### src/rtl/kat_pkg.sv
`default_nettype none

package kat_pkg;

	localparam int MAX_RESULTS = 16;
	localparam int CNT_W = $clog2(MAX_RESULTS + 1);

	localparam logic [7:0] DEFAULT_FIRST = 8'd15;
	localparam logic [7:0] DEFAULT_PERIOD = 8'd4;

	// register indexes
	localparam logic REG_FIRST_DELAY = 1'b0;
	localparam logic REG_REPEAT_PERIOD = 1'b1;

	// input function codes
	localparam logic [1:0] OP_TICK = 2'd0;
	localparam logic [1:0] OP_DOWN = 2'd1;
	localparam logic [1:0] OP_UP = 2'd2;
	localparam logic [1:0] OP_UNUSED = 2'd3;

	// event kinds
	localparam logic [1:0] EV_DOWN = 2'd0;
	localparam logic [1:0] EV_UP = 2'd1;
	localparam logic [1:0] EV_REPEAT = 2'd2;

	typedef struct packed {
		logic [1:0] op;
		logic [7:0] key;
	} kat_item_t;

	typedef struct packed {
		logic [7:0]  key;
		logic [31:0] stamp;
		logic        rep;
	} kat_slot_t;

endpackage

`default_nettype wire

### src/rtl/kat_front.sv
`default_nettype none

module kat_front import kat_pkg::*; (
	input  wire logic      clk,
	input  wire logic      arst_n,
	input  wire logic      s_tvalid,
	output logic           s_tready,
	input  wire logic [7:0] s_tdata,
	input  wire logic [1:0] s_tuser,
	output logic           item_valid,
	input  wire logic      item_ready,
	output kat_item_t      item
);

	kat_item_t  fifo_q [2];
	logic       wr_ptr_q;
	logic       rd_ptr_q;
	logic [1:0] cnt_q;
	logic       push;
	logic       pop;

	assign s_tready = (cnt_q != 2'd2);
	// unused function code is dropped here
	assign push = s_tvalid && s_tready && (s_tuser != OP_UNUSED);
	assign pop = item_valid && item_ready;
	assign item_valid = (cnt_q != 2'd0);
	assign item = fifo_q[rd_ptr_q];

	always_ff @(posedge clk) begin
		if (push) begin
			fifo_q[wr_ptr_q] <= '{op: s_tuser, key: s_tdata};
		end
	end

	always_ff @(posedge clk or negedge arst_n) begin
		if (!arst_n) begin
			wr_ptr_q <= 1'b0;
			rd_ptr_q <= 1'b0;
			cnt_q <= 2'd0;
		end else begin
			if (push) begin
				wr_ptr_q <= !wr_ptr_q;
			end
			if (pop) begin
				rd_ptr_q <= !rd_ptr_q;
			end
			case ({push, pop})
				2'b10: cnt_q <= cnt_q + 2'd1;
				2'b01: cnt_q <= cnt_q - 2'd1;
				default: cnt_q <= cnt_q;
			endcase
		end
	end

endmodule

`default_nettype wire

### src/rtl/kat_back.sv
`default_nettype none

module kat_back import kat_pkg::*; #(
	parameter int SLOT_COUNT = 16
) (
	input  wire logic       clk,
	input  wire logic       arst_n,
	input  wire logic       item_valid,
	output logic            item_ready,
	input  kat_item_t       item,
	input  wire logic [7:0] first_delay,
	input  wire logic [7:0] repeat_period,
	output logic            m_tvalid,
	input  wire logic       m_tready,
	output logic [7:0]      m_tdata,
	output logic [1:0]      m_tuser,
	output logic            m_tlast
);

	localparam int IDXW = (SLOT_COUNT > 1) ? $clog2(SLOT_COUNT) : 1;

	localparam logic [1:0] ST_IDLE = 2'd0;
	localparam logic [1:0] ST_SCAN = 2'd1;
	localparam logic [1:0] ST_DRAIN = 2'd2;
	localparam logic [1:0] ST_FIN = 2'd3;

	kat_slot_t mem [SLOT_COUNT];

	logic [1:0]            state_q;
	logic [1:0]            op_q;
	logic [7:0]            key_q;
	logic [31:0]           time_q;
	logic [SLOT_COUNT-1:0] occ_q;
	logic [IDXW-1:0]       rd_idx_q;
	logic [CNT_W-1:0]      rep_cnt_q;
	logic                  pend_valid_q;
	logic [7:0]            pend_key_q;

	kat_slot_t             rd_s1;
	logic [IDXW-1:0]       idx_s1;
	logic                  valid_s1;

	logic                  out_valid_q;
	logic [7:0]            out_key_q;
	logic [1:0]            out_kind_q;
	logic                  out_last_q;

	logic [7:0]            delay_raw;
	logic [7:0]            delay;
	logic [31:0]           elapsed;
	logic                  hit;
	logic                  out_ok;
	logic                  go_s1;
	logic                  advance;
	logic                  push_pend;
	logic                  fin_push;
	logic                  fin_done;
	logic                  free_any;
	logic [IDXW-1:0]       free_idx;
	logic                  claim;
	logic                  mem_we;
	logic [IDXW-1:0]       wr_idx;
	kat_slot_t             wr_data;
	logic                  rd_en;

	always_comb begin
		free_any = 1'b0;
		free_idx = '0;
		for (int i = SLOT_COUNT - 1; i >= 0; i--) begin
			if (!occ_q[i]) begin
				free_any = 1'b1;
				free_idx = IDXW'(i);
			end
		end
	end

	assign delay_raw = rd_s1.rep ? repeat_period : first_delay;
	assign delay = (delay_raw == 8'd0) ? 8'd1 : delay_raw;
	assign elapsed = time_q - rd_s1.stamp;
	assign hit = valid_s1 && (op_q == OP_TICK) && occ_q[idx_s1]
		&& (rep_cnt_q < CNT_W'(MAX_RESULTS)) && (elapsed >= {24'd0, delay});

	assign out_ok = !out_valid_q || m_tready;
	// a new repeat pushes the one held back, so that the last can be marked
	assign go_s1 = !hit || !pend_valid_q || out_ok;
	assign advance = !valid_s1 || go_s1;
	assign push_pend = hit && pend_valid_q && out_ok;

	assign fin_push = (state_q == ST_FIN) && out_ok && ((op_q != OP_TICK) || pend_valid_q);
	assign fin_done = (state_q == ST_FIN) && (out_ok || ((op_q == OP_TICK) && !pend_valid_q));

	assign item_ready = (state_q == ST_IDLE);
	assign claim = (state_q == ST_IDLE) && item_valid && (item.op == OP_DOWN) && free_any;

	always_comb begin
		mem_we = 1'b0;
		wr_idx = idx_s1;
		wr_data = '{key: rd_s1.key, stamp: rd_s1.stamp + {24'd0, delay}, rep: 1'b1};
		if (claim) begin
			mem_we = 1'b1;
			wr_idx = free_idx;
			wr_data = '{key: item.key, stamp: time_q, rep: 1'b0};
		end else if (hit && go_s1) begin
			mem_we = 1'b1;
		end
	end

	assign rd_en = ((state_q == ST_SCAN) && advance);

	always_ff @(posedge clk) begin
		if (mem_we) begin
			mem[wr_idx] <= wr_data;
		end
		if (rd_en) begin
			rd_s1 <= mem[rd_idx_q];
			idx_s1 <= rd_idx_q;
		end
	end

	always_ff @(posedge clk or negedge arst_n) begin
		if (!arst_n) begin
			state_q <= ST_IDLE;
			op_q <= OP_TICK;
			key_q <= 8'd0;
			time_q <= 32'd0;
			occ_q <= '0;
			rd_idx_q <= '0;
			rep_cnt_q <= '0;
			pend_valid_q <= 1'b0;
			pend_key_q <= 8'd0;
			valid_s1 <= 1'b0;
		end else begin
			unique case (state_q)
				ST_IDLE: begin
					if (item_valid) begin
						op_q <= item.op;
						key_q <= item.key;
						rd_idx_q <= '0;
						rep_cnt_q <= '0;
						if (item.op == OP_TICK) begin
							time_q <= time_q + 32'd1;
						end
						if (claim) begin
							occ_q[free_idx] <= (item.key != 8'd0);
						end
						state_q <= (item.op == OP_DOWN) ? ST_FIN : ST_SCAN;
					end
				end
				ST_SCAN: begin
					if (advance) begin
						valid_s1 <= 1'b1;
						if (rd_idx_q == IDXW'(SLOT_COUNT - 1)) begin
							state_q <= ST_DRAIN;
						end else begin
							rd_idx_q <= rd_idx_q + IDXW'(1);
						end
					end
				end
				ST_DRAIN: begin
					if (advance) begin
						valid_s1 <= 1'b0;
						state_q <= ST_FIN;
					end
				end
				ST_FIN: begin
					if (fin_push && (op_q == OP_TICK)) begin
						pend_valid_q <= 1'b0;
					end
					if (fin_done) begin
						state_q <= ST_IDLE;
					end
				end
				default: state_q <= ST_IDLE;
			endcase

			if (hit && go_s1) begin
				pend_valid_q <= 1'b1;
				pend_key_q <= rd_s1.key;
				rep_cnt_q <= rep_cnt_q + CNT_W'(1);
			end
			if (valid_s1 && (op_q == OP_UP) && occ_q[idx_s1] && (rd_s1.key == key_q)) begin
				occ_q[idx_s1] <= 1'b0;
			end
		end
	end

	// output register
	always_ff @(posedge clk or negedge arst_n) begin
		if (!arst_n) begin
			out_valid_q <= 1'b0;
		end else if (push_pend || fin_push) begin
			out_valid_q <= 1'b1;
		end else if (m_tready) begin
			out_valid_q <= 1'b0;
		end
	end

	always_ff @(posedge clk) begin
		if (push_pend) begin
			out_kind_q <= EV_REPEAT;
			out_key_q <= pend_key_q;
			out_last_q <= 1'b0;
		end else if (fin_push) begin
			out_last_q <= 1'b1;
			if (op_q == OP_TICK) begin
				out_kind_q <= EV_REPEAT;
				out_key_q <= pend_key_q;
			end else begin
				out_kind_q <= (op_q == OP_DOWN) ? EV_DOWN : EV_UP;
				out_key_q <= key_q;
			end
		end
	end

	assign m_tvalid = out_valid_q;
	assign m_tdata = out_key_q;
	assign m_tuser = out_kind_q;
	assign m_tlast = out_last_q;

endmodule

`default_nettype wire

### src/rtl/key_autorepeat_table.sv
`default_nettype none

// Channel   Dir  Handshake          Payload
// s_*       in   s_tvalid/s_tready  tdata[7:0] key_code, tuser[1:0] func
// m_*       out  m_tvalid/m_tready  tdata[7:0] event_key, tuser[1:0] event_kind,
//                                   tlast last_of_run
// cfg_*     in   cfg_we             cfg_addr register index, cfg_wdata value
//
// Key-down goes from idle straight to the finish state. Key-up and tick scan the
// slot memory through its single registered read port, one slot a cycle unless stalled.
// A two-entry queue in front accepts items while the engine works.
// Output stalls hold the scan at the slot that has a repeat to send.
// arst_n clears the slot occupancy flags and time at once and sets the registers to their defaults.

module key_autorepeat_table import kat_pkg::*; #(
	parameter int SLOT_COUNT = 16
) (
	input  wire logic       clk,
	input  wire logic       arst_n,
	input  wire logic       s_tvalid,
	output logic            s_tready,
	input  wire logic [7:0] s_tdata,   // key_code
	input  wire logic [1:0] s_tuser,   // func
	output logic            m_tvalid,
	input  wire logic       m_tready,
	output logic [7:0]      m_tdata,   // event_key
	output logic [1:0]      m_tuser,   // event_kind
	output logic            m_tlast,
	input  wire logic       cfg_we,
	input  wire logic       cfg_addr,
	input  wire logic [7:0] cfg_wdata
);

	logic [7:0] first_delay_q;
	logic [7:0] repeat_period_q;
	logic       item_valid;
	logic       item_ready;
	kat_item_t  item;

	always_ff @(posedge clk or negedge arst_n) begin
		if (!arst_n) begin
			first_delay_q <= DEFAULT_FIRST;
			repeat_period_q <= DEFAULT_PERIOD;
		end else if (cfg_we) begin
			unique case (cfg_addr)
				REG_FIRST_DELAY: first_delay_q <= cfg_wdata;
				REG_REPEAT_PERIOD: repeat_period_q <= cfg_wdata;
				default: first_delay_q <= first_delay_q;
			endcase
		end
	end

	kat_front u_front (
		.clk        (clk),
		.arst_n     (arst_n),
		.s_tvalid   (s_tvalid),
		.s_tready   (s_tready),
		.s_tdata    (s_tdata),
		.s_tuser    (s_tuser),
		.item_valid (item_valid),
		.item_ready (item_ready),
		.item       (item)
	);

	kat_back #(
		.SLOT_COUNT (SLOT_COUNT)
	) u_back (
		.clk           (clk),
		.arst_n        (arst_n),
		.item_valid    (item_valid),
		.item_ready    (item_ready),
		.item          (item),
		.first_delay   (first_delay_q),
		.repeat_period (repeat_period_q),
		.m_tvalid      (m_tvalid),
		.m_tready      (m_tready),
		.m_tdata       (m_tdata),
		.m_tuser       (m_tuser),
		.m_tlast       (m_tlast)
	);

	a_echo_last: assert property (@(posedge clk) disable iff (!arst_n)
		m_tvalid && (m_tuser == EV_DOWN || m_tuser == EV_UP) |-> m_tlast)
		else $error("down/up event without tlast");

	a_queue_hold: assert property (@(posedge clk) disable iff (!arst_n)
		item_valid && !item_ready |=> item_valid && $stable(item))
		else $error("queue head changed while stalled");

	a_no_unused: assert property (@(posedge clk) disable iff (!arst_n)
		item_valid |-> item.op != OP_UNUSED)
		else $error("unused function code reached engine");

endmodule

`default_nettype wire

### config.mk
export PLATFORM = sky130hd
export DESIGN_NAME = key_autorepeat_table
export DESIGN_NICKNAME = d
export VERILOG_FILES = /design/src/rtl/kat_pkg.sv /design/src/rtl/kat_front.sv /design/src/rtl/kat_back.sv /design/src/rtl/key_autorepeat_table.sv
export SDC_FILE = /design/constraint.sdc
export NUM_CORES = 1
export LEC_CHECK = 0
export BUFFER_PORTS_ARGS = -buffer_cell sky130_fd_sc_hd__buf_2
export CORE_MARGIN = 2
export CORE_UTILIZATION = 45
export DETAILED_ROUTE_END_ITERATION = 8
export PLACE_DENSITY = 0.71
export SYNTH_ARGS = -nofsm -noshare
export SYNTH_HDL_FRONTEND = slang
export SYNTH_HIERARCHICAL = 1
export SYNTH_SLANG_ARGS = --single-unit
### constraint.sdc
create_clock -name clk -period 16.9 [get_ports clk]
set_input_delay 0 -clock clk [delete_from_list [all_inputs] [get_ports clk]]
set_output_delay 0 -clock clk [all_outputs]
set_load 0.01 [all_outputs]
# [After elaboration in Yosys (flattened, before gate mapping)]
# Memory sizes are Yosys's and may differ from the RTL's. A register that Yosys moved wholly into a read port is not among the register bits.
# Cells that the tools add are included.
[word_totals] regBits=115 latch_bits=0 ramBits=676 mem_bits_ro=0 input_bits=24 output_inout_bits=13 wordCells=198 n_memories=2
[mem_list] name="u_back.mem" words=16 word_bits=41 rd=1 rd_ports_with_merged_regs=1 wr=1 line="kat_back.sv:27" source="kat_slot_t mem [SLOT_COUNT];"
[mem_list] name="u_front.fifo_q" words=2 word_bits=10 rd=1 rd_ports_with_merged_regs=0 wr=1 line="kat_front.sv:15" source="kat_item_t fifo_q [2];"
[classes] addsub=7 multipliers=0 n_div=0 order_cmp=6 eq_ne=18 shift=0 muxes=81 bitwise=3 n_reduce_logical=61
[ops] cell="4-bit 2-to-1 mux" n=20
[ops] cell="16-bit 2-to-1 mux" n=4
[ops] cell="41-bit 2-to-1 mux" n=1
[ops] cell="8-bit 2-to-1 mux" n=5
[ops] cell="1-bit 2-to-1 mux" n=33
[ops] cell="32-bit by 1-bit adder with 32-bit output (second input constant)" n=1
[ops] cell="32-bit by 8-bit adder with 32-bit output" n=1
[ops] cell="32-bit by 8-bit >= comparator with 1-bit output" n=1
[ops] cell="32-bit subtractor" n=1
[ops] cell="1-bit logical AND" n=23
[ops] cell="2-bit nonzero test" n=11
[ops] cell="16-bit bitwise AND" n=1
[ops] cell="16-bit bitwise mux" n=1
[ops] cell="16-bit NOT" n=1
[ops] cell="5-bit 2-to-1 mux" n=3
[ops] cell="2-bit 2-to-1 mux" n=7
[ops] cell="4-bit by 5-bit less-than comparator with 1-bit output (second input constant)" n=2
[ops] cell="2-bit AND reduction" n=5
[ops] cell="1-bit demux with 4-bit select" n=2
[ops] cell="2-bit by 1-bit equality test with 1-bit output (second input constant)" n=4
[ops] cell="2-bit equality test (second input constant)" n=4
[ops] cell="8-bit equality test" n=1
[ops] cell="4-bit by 1-bit >= comparator with 1-bit output (second input constant)" n=2
[ops] cell="8-bit logical NOT" n=1
[ops] cell="other kinds (21)" n=41

# [Longest topological paths before layout]
[depth] word_depth=26 depth_mapped=21 depth_no_buf=19

# [Cells and area by module]
# Netlist, hierarchy kept.
[modules_own_cells] mod="kat_back" instances=1 cells_each=2004 area_each_um2=34379.2 seq_area_each_um2=23352.4
[modules_own_cells] mod="kat_front" instances=1 cells_each=50 area_each_um2=924.6 seq_area_each_um2=700.7
[modules_own_cells] mod="key_autorepeat_table" instances=1 cells_each=35 area_each_um2=648.1 seq_area_each_um2=406.6

# [Worst setup path before layout]
# Ideal clock, no wire load.
[synth_path] path_kind="register to register" startpoint="register u_back.time_q[0]" endpoint="memory u_back/mem[12][0] (netlist name), enable pin" setup_time_ns=0.490 arrival_ns=6.149 required_time_ns=16.410 slack_ns=10.261 stages_incl_launch_ff=22 n_path_buf=2 period_less_slack_ns=6.639 cell_sequence="dfrtp_1 inv_1 ha_1 fa_1 nand2b_1 a21oi_2 nor2_1 xnor2_1 ha_1 a21o_1 a221o_1 nor4_1 o21ai_0 nor4_1 nand3_1 nor4_1 nand4_1 nand3_2 and2_1 buf_2 buf_2 nor3_1"
[synth_via] elab_chain_cells=11
[synth_rtl] item="start: declaration" line="kat_back.sv:32" source="logic [31:0] time_q;"
[synth_rtl] item="start signal: assignment" line="kat_back.sv:141" source="time_q <= time_q + 32'd1;"
[synth_rtl] item="32-bit subtractor *" line="kat_back.sv:79" source="assign elapsed = time_q - rd_s1.stamp;"
[synth_rtl] item="32-bit by 8-bit >= comparator with 1-bit output *" line="kat_back.sv:81" source="&& (rep_cnt_q < CNT_W'(MAX_RESULTS)) && (elapsed >= {24'd0, delay});"
[synth_rtl] item="1-bit logical AND *" line="kat_back.sv:81"
[synth_rtl] item="1-bit logical NOT" line="kat_back.sv:85" source="assign go_s1 = !hit || !pend_valid_q || out_ok;"
[synth_rtl] item="1-bit logical OR (2 in series)" line="kat_back.sv:85"
[synth_rtl] item="1-bit logical AND *" line="kat_back.sv:103" source="end else if (hit && go_s1) begin"
[synth_rtl] item="1-bit 2-to-1 mux *" line="kat_back.sv:103"
[synth_rtl] item="1-bit 2-to-1 mux *" line="kat_back.sv:99" source="if (claim) begin"
[synth_rtl] item="1-bit 2-to-1 mux *" line="kat_back.sv:111" source="if (mem_we) begin"
[synth_rtl] item="1-bit 2-to-1 mux (implied by the code) *" line="kat_back.sv:112" source="mem[wr_idx] <= wr_data;"
[synth_rtl] item="end: declaration" line="kat_back.sv:27"
# Every way passes the cells marked *; elsewhere a longest branch is shown, timed or not.

# [Worst setup path in the final report]
[layout_path] startpoint="register u_back.time_q[0]" endpoint="memory u_back/mem[11][8] (netlist name), enable pin"
# The elaborated chain is that of the path after synthesis.

==> impl_results.rst <==
.. list-table::
   :header-rows: 1

   * - Metric
     - Value
   * - Yosys top cell by area
     - edfxtp_1
   * - Hold_sp
     - s_tdata[4]
   * - Share of flip-flops with an asynchronous set or reset
     - 0.120
   * - Max-capacitance violation count
     - 0
   * - # port buffers
     - 36
   * - Total number of yosys warnings
     - 6
   * - Overflow left after global routing
     - 0
   * - Row count
     - approximately 100
   * - Final setup slack of the worst path
     - ~10 ns
   * - Pre-CTS setup slack
     - approximately 10 ns
   * - Crit path capture type
     - register
   * - Number of top-level pins
     - 37
   * - Signed area change from the synthesized netlist to the final layout
     - 13.0%
   * - Internal power of the cells
     - about 4.7 mW
   * - Depth of the worst register-to-register path
     - 20
   * - Root Driver
     - clkbuf_16
   * - Clock network fraction of total power
     - 0.266
   * - Most common cell after layout, fill and taps aside
     - edfxtp_1
   * - Die X-Extent
     - 287 µm
   * - Delay contributed by the slowest stage of the critical path
     - 0.75 ns
   * - Final setup vio count
     - 0
   * - Critical Setup Path Class
     - reg2reg
   * - Worst path cell trace
     - inv_1, ha_1, fa_1, nand2b_1, a21oi_2, nor2_1, xnor2_1, ha_1, a21o_1, a221o_1, nor4_1, o21ai_0, nor4_1, nand3_1, nor4_1, nand4_1, nand3_2, and2_1, nor3_2, buf_4
   * - Prevailing post-synth register cell
     - edfxtp_1
   * - Post-synth EDFFs
     - 729
   * - Largest driver fanout on the critical path
     - 33
   * - Via count normalized by instance count
     - between 5 and 6
   * - Total of flip-flops plus latches after synthesis
     - approximately 830
   * - Fraction of the core area covered by cells at the end of the flow
     - 0.514
   * - Data arrival, critical path
     - 6.74 ns
   * - Required @ worst endpoint
     - 17.20 ns
   * - Register clock-pin slew on the reported worst setup and hold paths
     - 0.06 ns
   * - Slack of the worst reg-to-reg path
     - 10.46 ns
   * - Clock tree from TritonCTS
     - done
   * - Routed length on met1
     - between 30000 and 40000 µm
   * - Peak Freq
     - 0.155 GHz
   * - Hold path cells
     - 2
   * - Met3 Wirelength
     - ~6000 µm
   * - Number of design-rule violations left by the first detailed-router iteration
     - roughly 2100
   * - Gp weighted congestion
     - a little over 0.9
   * - Clk_lat worst skew
     - roughly 0.64 ns
   * - Antenna violations before repair
     - 1
   * - Ranking of synthesized cells by area
     - edfxtp_1 61%, mux4_2 13%, dfrtp_1 6.6%
   * - Element type at the critical path start
     - register
   * - Post-route DRC violation count
     - 0
   * - Least-Margin Pin Slew
     - about 1.4 ns
   * - Synth unique cells
     - a little over 80
   * - Overall routing resource usage
     - 0.199
   * - Post-detailed-route wirelength per cell
     - about 24 µm
   * - Endpoint of the most critical register-to-register path
     - u_back/mem[11][8]
   * - Starting density of the core
     - 0.455
   * - Number of setup buffers added after CTS
     - 0
   * - Post-synthesis cell count
     - ~2100
   * - Worst ir drop on vdd
     - roughly 0.085 mV
   * - Maximum root-to-sink buffer count
     - 3
   * - Fraction of synthesized cell area taken by the top area cell type
     - 0.609
   * - Sequential fraction of design power
     - 0.441
   * - Sum of negative setup slack
     - 0 ns
   * - Net switching share of the total power
     - 0.322
   * - Sinks on the clock net
     - around 830
   * - Most numerous cell on the critical path
     - nor4_1
   * - Total number of nets in the final design
     - about 2300
   * - Global-route wire length before repair
     - about 120000 µm
   * - Routed Wire Length
     - 80600 µm
   * - Pin count of the biggest net entering global routing
     - 169
   * - Startpoint of the worst-slack reg-to-reg timing path
     - u_back/time_q[0]
   * - Max Used Layer
     - met4
   * - Floorplan Core Area
     - 79000 µm²
   * - Routed length on met2
     - roughly 38000 µm
   * - RSZ-0062 raised after global routing
     - no
   * - Number of routed nets with antenna violations
     - 0
   * - Most used cells in the layout excluding fill and tap cells
     - 729 x edfxtp_1, 210 x mux4_2, 100 x nand2_1
   * - Hold WC Path Type
     - in2reg
   * - H-tree level count
     - 3
   * - HPWL after DPL
     - approximately 50000 µm
   * - Part of the power in combinational logic
     - 0.293
   * - Areal power density over the cells
     - around 170 nW/µm²
   * - First-pass detailed-route iteration total
     - 5
   * - Switching pwr
     - approximately 2.2 mW
   * - Hold Path Sink
     - u_front/fifo_q[1][4]
   * - Worst slew margin relative to its limit
     - 0.0978
   * - Die Footprint
     - 82200 µm²
   * - Final max-slew violation count
     - 0
   * - TritonCTS buffer count
     - 83
   * - Min Clock Period, post-route
     - 6.44 ns
   * - Post-synthesis sequential area ratio
     - 0.680
   * - Leakage dissipation
     - around 14 nW
   * - Total nets after synthesis
     - 2170
   * - Worst clock skew
     - 0.0303 ns
   * - Final worst path period share
     - 0.381
   * - Outcome
     - completed
   * - Number of global-route vias before repair
     - 20100
   * - Per-instance average area after synthesis
     - ~17 µm²
   * - Master of the slowest instance on the critical path
     - and2_1
   * - Cell area after technology mapping
     - between 30000 and 40000 µm²
   * - Share of cells above drive strength 1
     - 0.237
   * - Antenna diode count
     - 0
   * - Y dimension of the die
     - around 290 µm
   * - Vias after detailed routing
     - between 15000 and 20000
   * - Number of hold violations in the final report
     - 0
==> synth_stat cells, types with 13 or more instances <==
cell,instances
a21o_1,17
a21oi_1,101
and3_1,16
buf_2,19
clkbuf_1,50
dfrtp_1,95
edfxtp_1,729
ha_1,55
inv_1,66
mux2_2,56
mux4_2,210
nand2_1,100
nand2b_1,14
nand3_1,34
nand4_1,25
nor2_1,92
nor2b_1,18
nor3_1,46
nor4_1,20
o211ai_1,14
o21a_1,18
o21ai_0,47
xnor2_1,71
xor2_1,13
==> area by class of cell <==
class / instances / area (µm²)
tap: 1050 / 1310
clock inverter: 51 / 572
clock buffer: 99 / 2180
sequential: 832 / 24500
inverter: 66 / 248
multi-input combinational: 1107 / 11000
timing repair buffer: 112 / 876
fill: 6168 / 38400
==> worst max path at each step <==
stage                           from                end  slack, ns
finish              u_back/time_q[0]  u_back/mem[11][8]      10.46
global route        u_back/time_q[0]  u_back/mem[10][4]      10.01
CTS                 u_back/time_q[0]  u_back/mem[10][0]      10.48
detailed placement  u_back/time_q[0]  u_back/mem[10][3]      10.50
global placement    u_back/time_q[0]  u_back/mem[10][5]      10.49
floorplan           u_back/time_q[0]  u_back/mem[12][0]      10.26
==> per-layer routing <==
layer  vias up  track usage
met5         -            0
met4         0       0.0512
met3       124       0.0341
met2       777        0.312
met1     10300        0.290
li1       8549            -
==> state kept, by name (all words and copies together), names as in the netlist <==
signal               flops
u_back/m_tvalid          1
u_back/time_q           32
u_back/key_q             8
u_back/m_tuser           2
u_back/valid_s1          1
u_back/state_q           2
u_back/rd_idx_q          4
u_front/rd_ptr_q         1
u_back/idx_s1            4
u_back/rd_s1            41
u_back/m_tlast           1
u_back/pend_key_q        8
first_delay_q            8
repeat_period_q          8
u_back/m_tdata           8
u_back/occ_q            16
u_back/mem             656
u_back/op_q              2
u_front/cnt_q            2
u_back/rep_cnt_q         5
u_front/wr_ptr_q         1
u_front/fifo_q          20
u_back/pend_valid_q      1
==> kinds of logic after synthesis <==
kind of cell | share of synthesized area
flip-flops | 0.680
AND/OR/NAND/NOR | 0.0550
multiplexers | 0.156
AO/OA/AOI/OAI | 0.0508
buffers and inverters | 0.0169
XOR/XNOR | 0.0205
adder cells (fa/ha/maj) | 0.0203
==> worst max-delay path, delay by kind of cell (launching register included) <==
family / cells / cell delay, ns
AND/OR/NAND/NOR: 10 / 3.18
buffers and inverters: 2 / 0.52
AO/OA/AOI/OAI: 4 / 0.91
XOR/XNOR: 1 / 0.14
flip-flops: 1 / 0.39
adder cells (fa/ha/maj): 3 / 0.92
==> power groups by stage <==
| stage | Combinational (mW) | Sequential [mW] | Clock (mW) |
|---|---|---|---|
| after floorplan | 1.35 | 3.03 | 0 |
| after global placement | 1.94 | 3.09 | 0 |
| after detailed placement | 2.00 | 3.10 | 0 |
| after CTS | 2.02 | 3.06 | 1.88 |
| after global routing | 2.21 | 3.09 | 1.95 |
| final | 2.03 | 3.06 | 1.85 |
==> repair_timing <==
action | 4_1_cts | 5_1_grt
resized for setup | 0 | 0
hold buffers | 32 | 0
endpoints found under the hold margin | 114 | 0
==> per-stage QoR <==
stage | hold slack (ns) | instances | total power [mW] | instance area (µm²)
2_1_floorplan | -0.296 | 2089 | 4.38 | 36000
3_3_place_gp | 0.0666 | 3135 | 5.03 | 37500
3_5_place_dp | 0.0768 | 3135 | 5.10 | 37500
4_1_cts | 0.0681 | 3317 | 6.96 | 40600
5_1_grt | 0.0904 | 3317 | 7.25 | 40600
6_report | 0.109 | 3317 | 6.95 | 40600
Note: power is estimated with default switching activity, not from simulation.
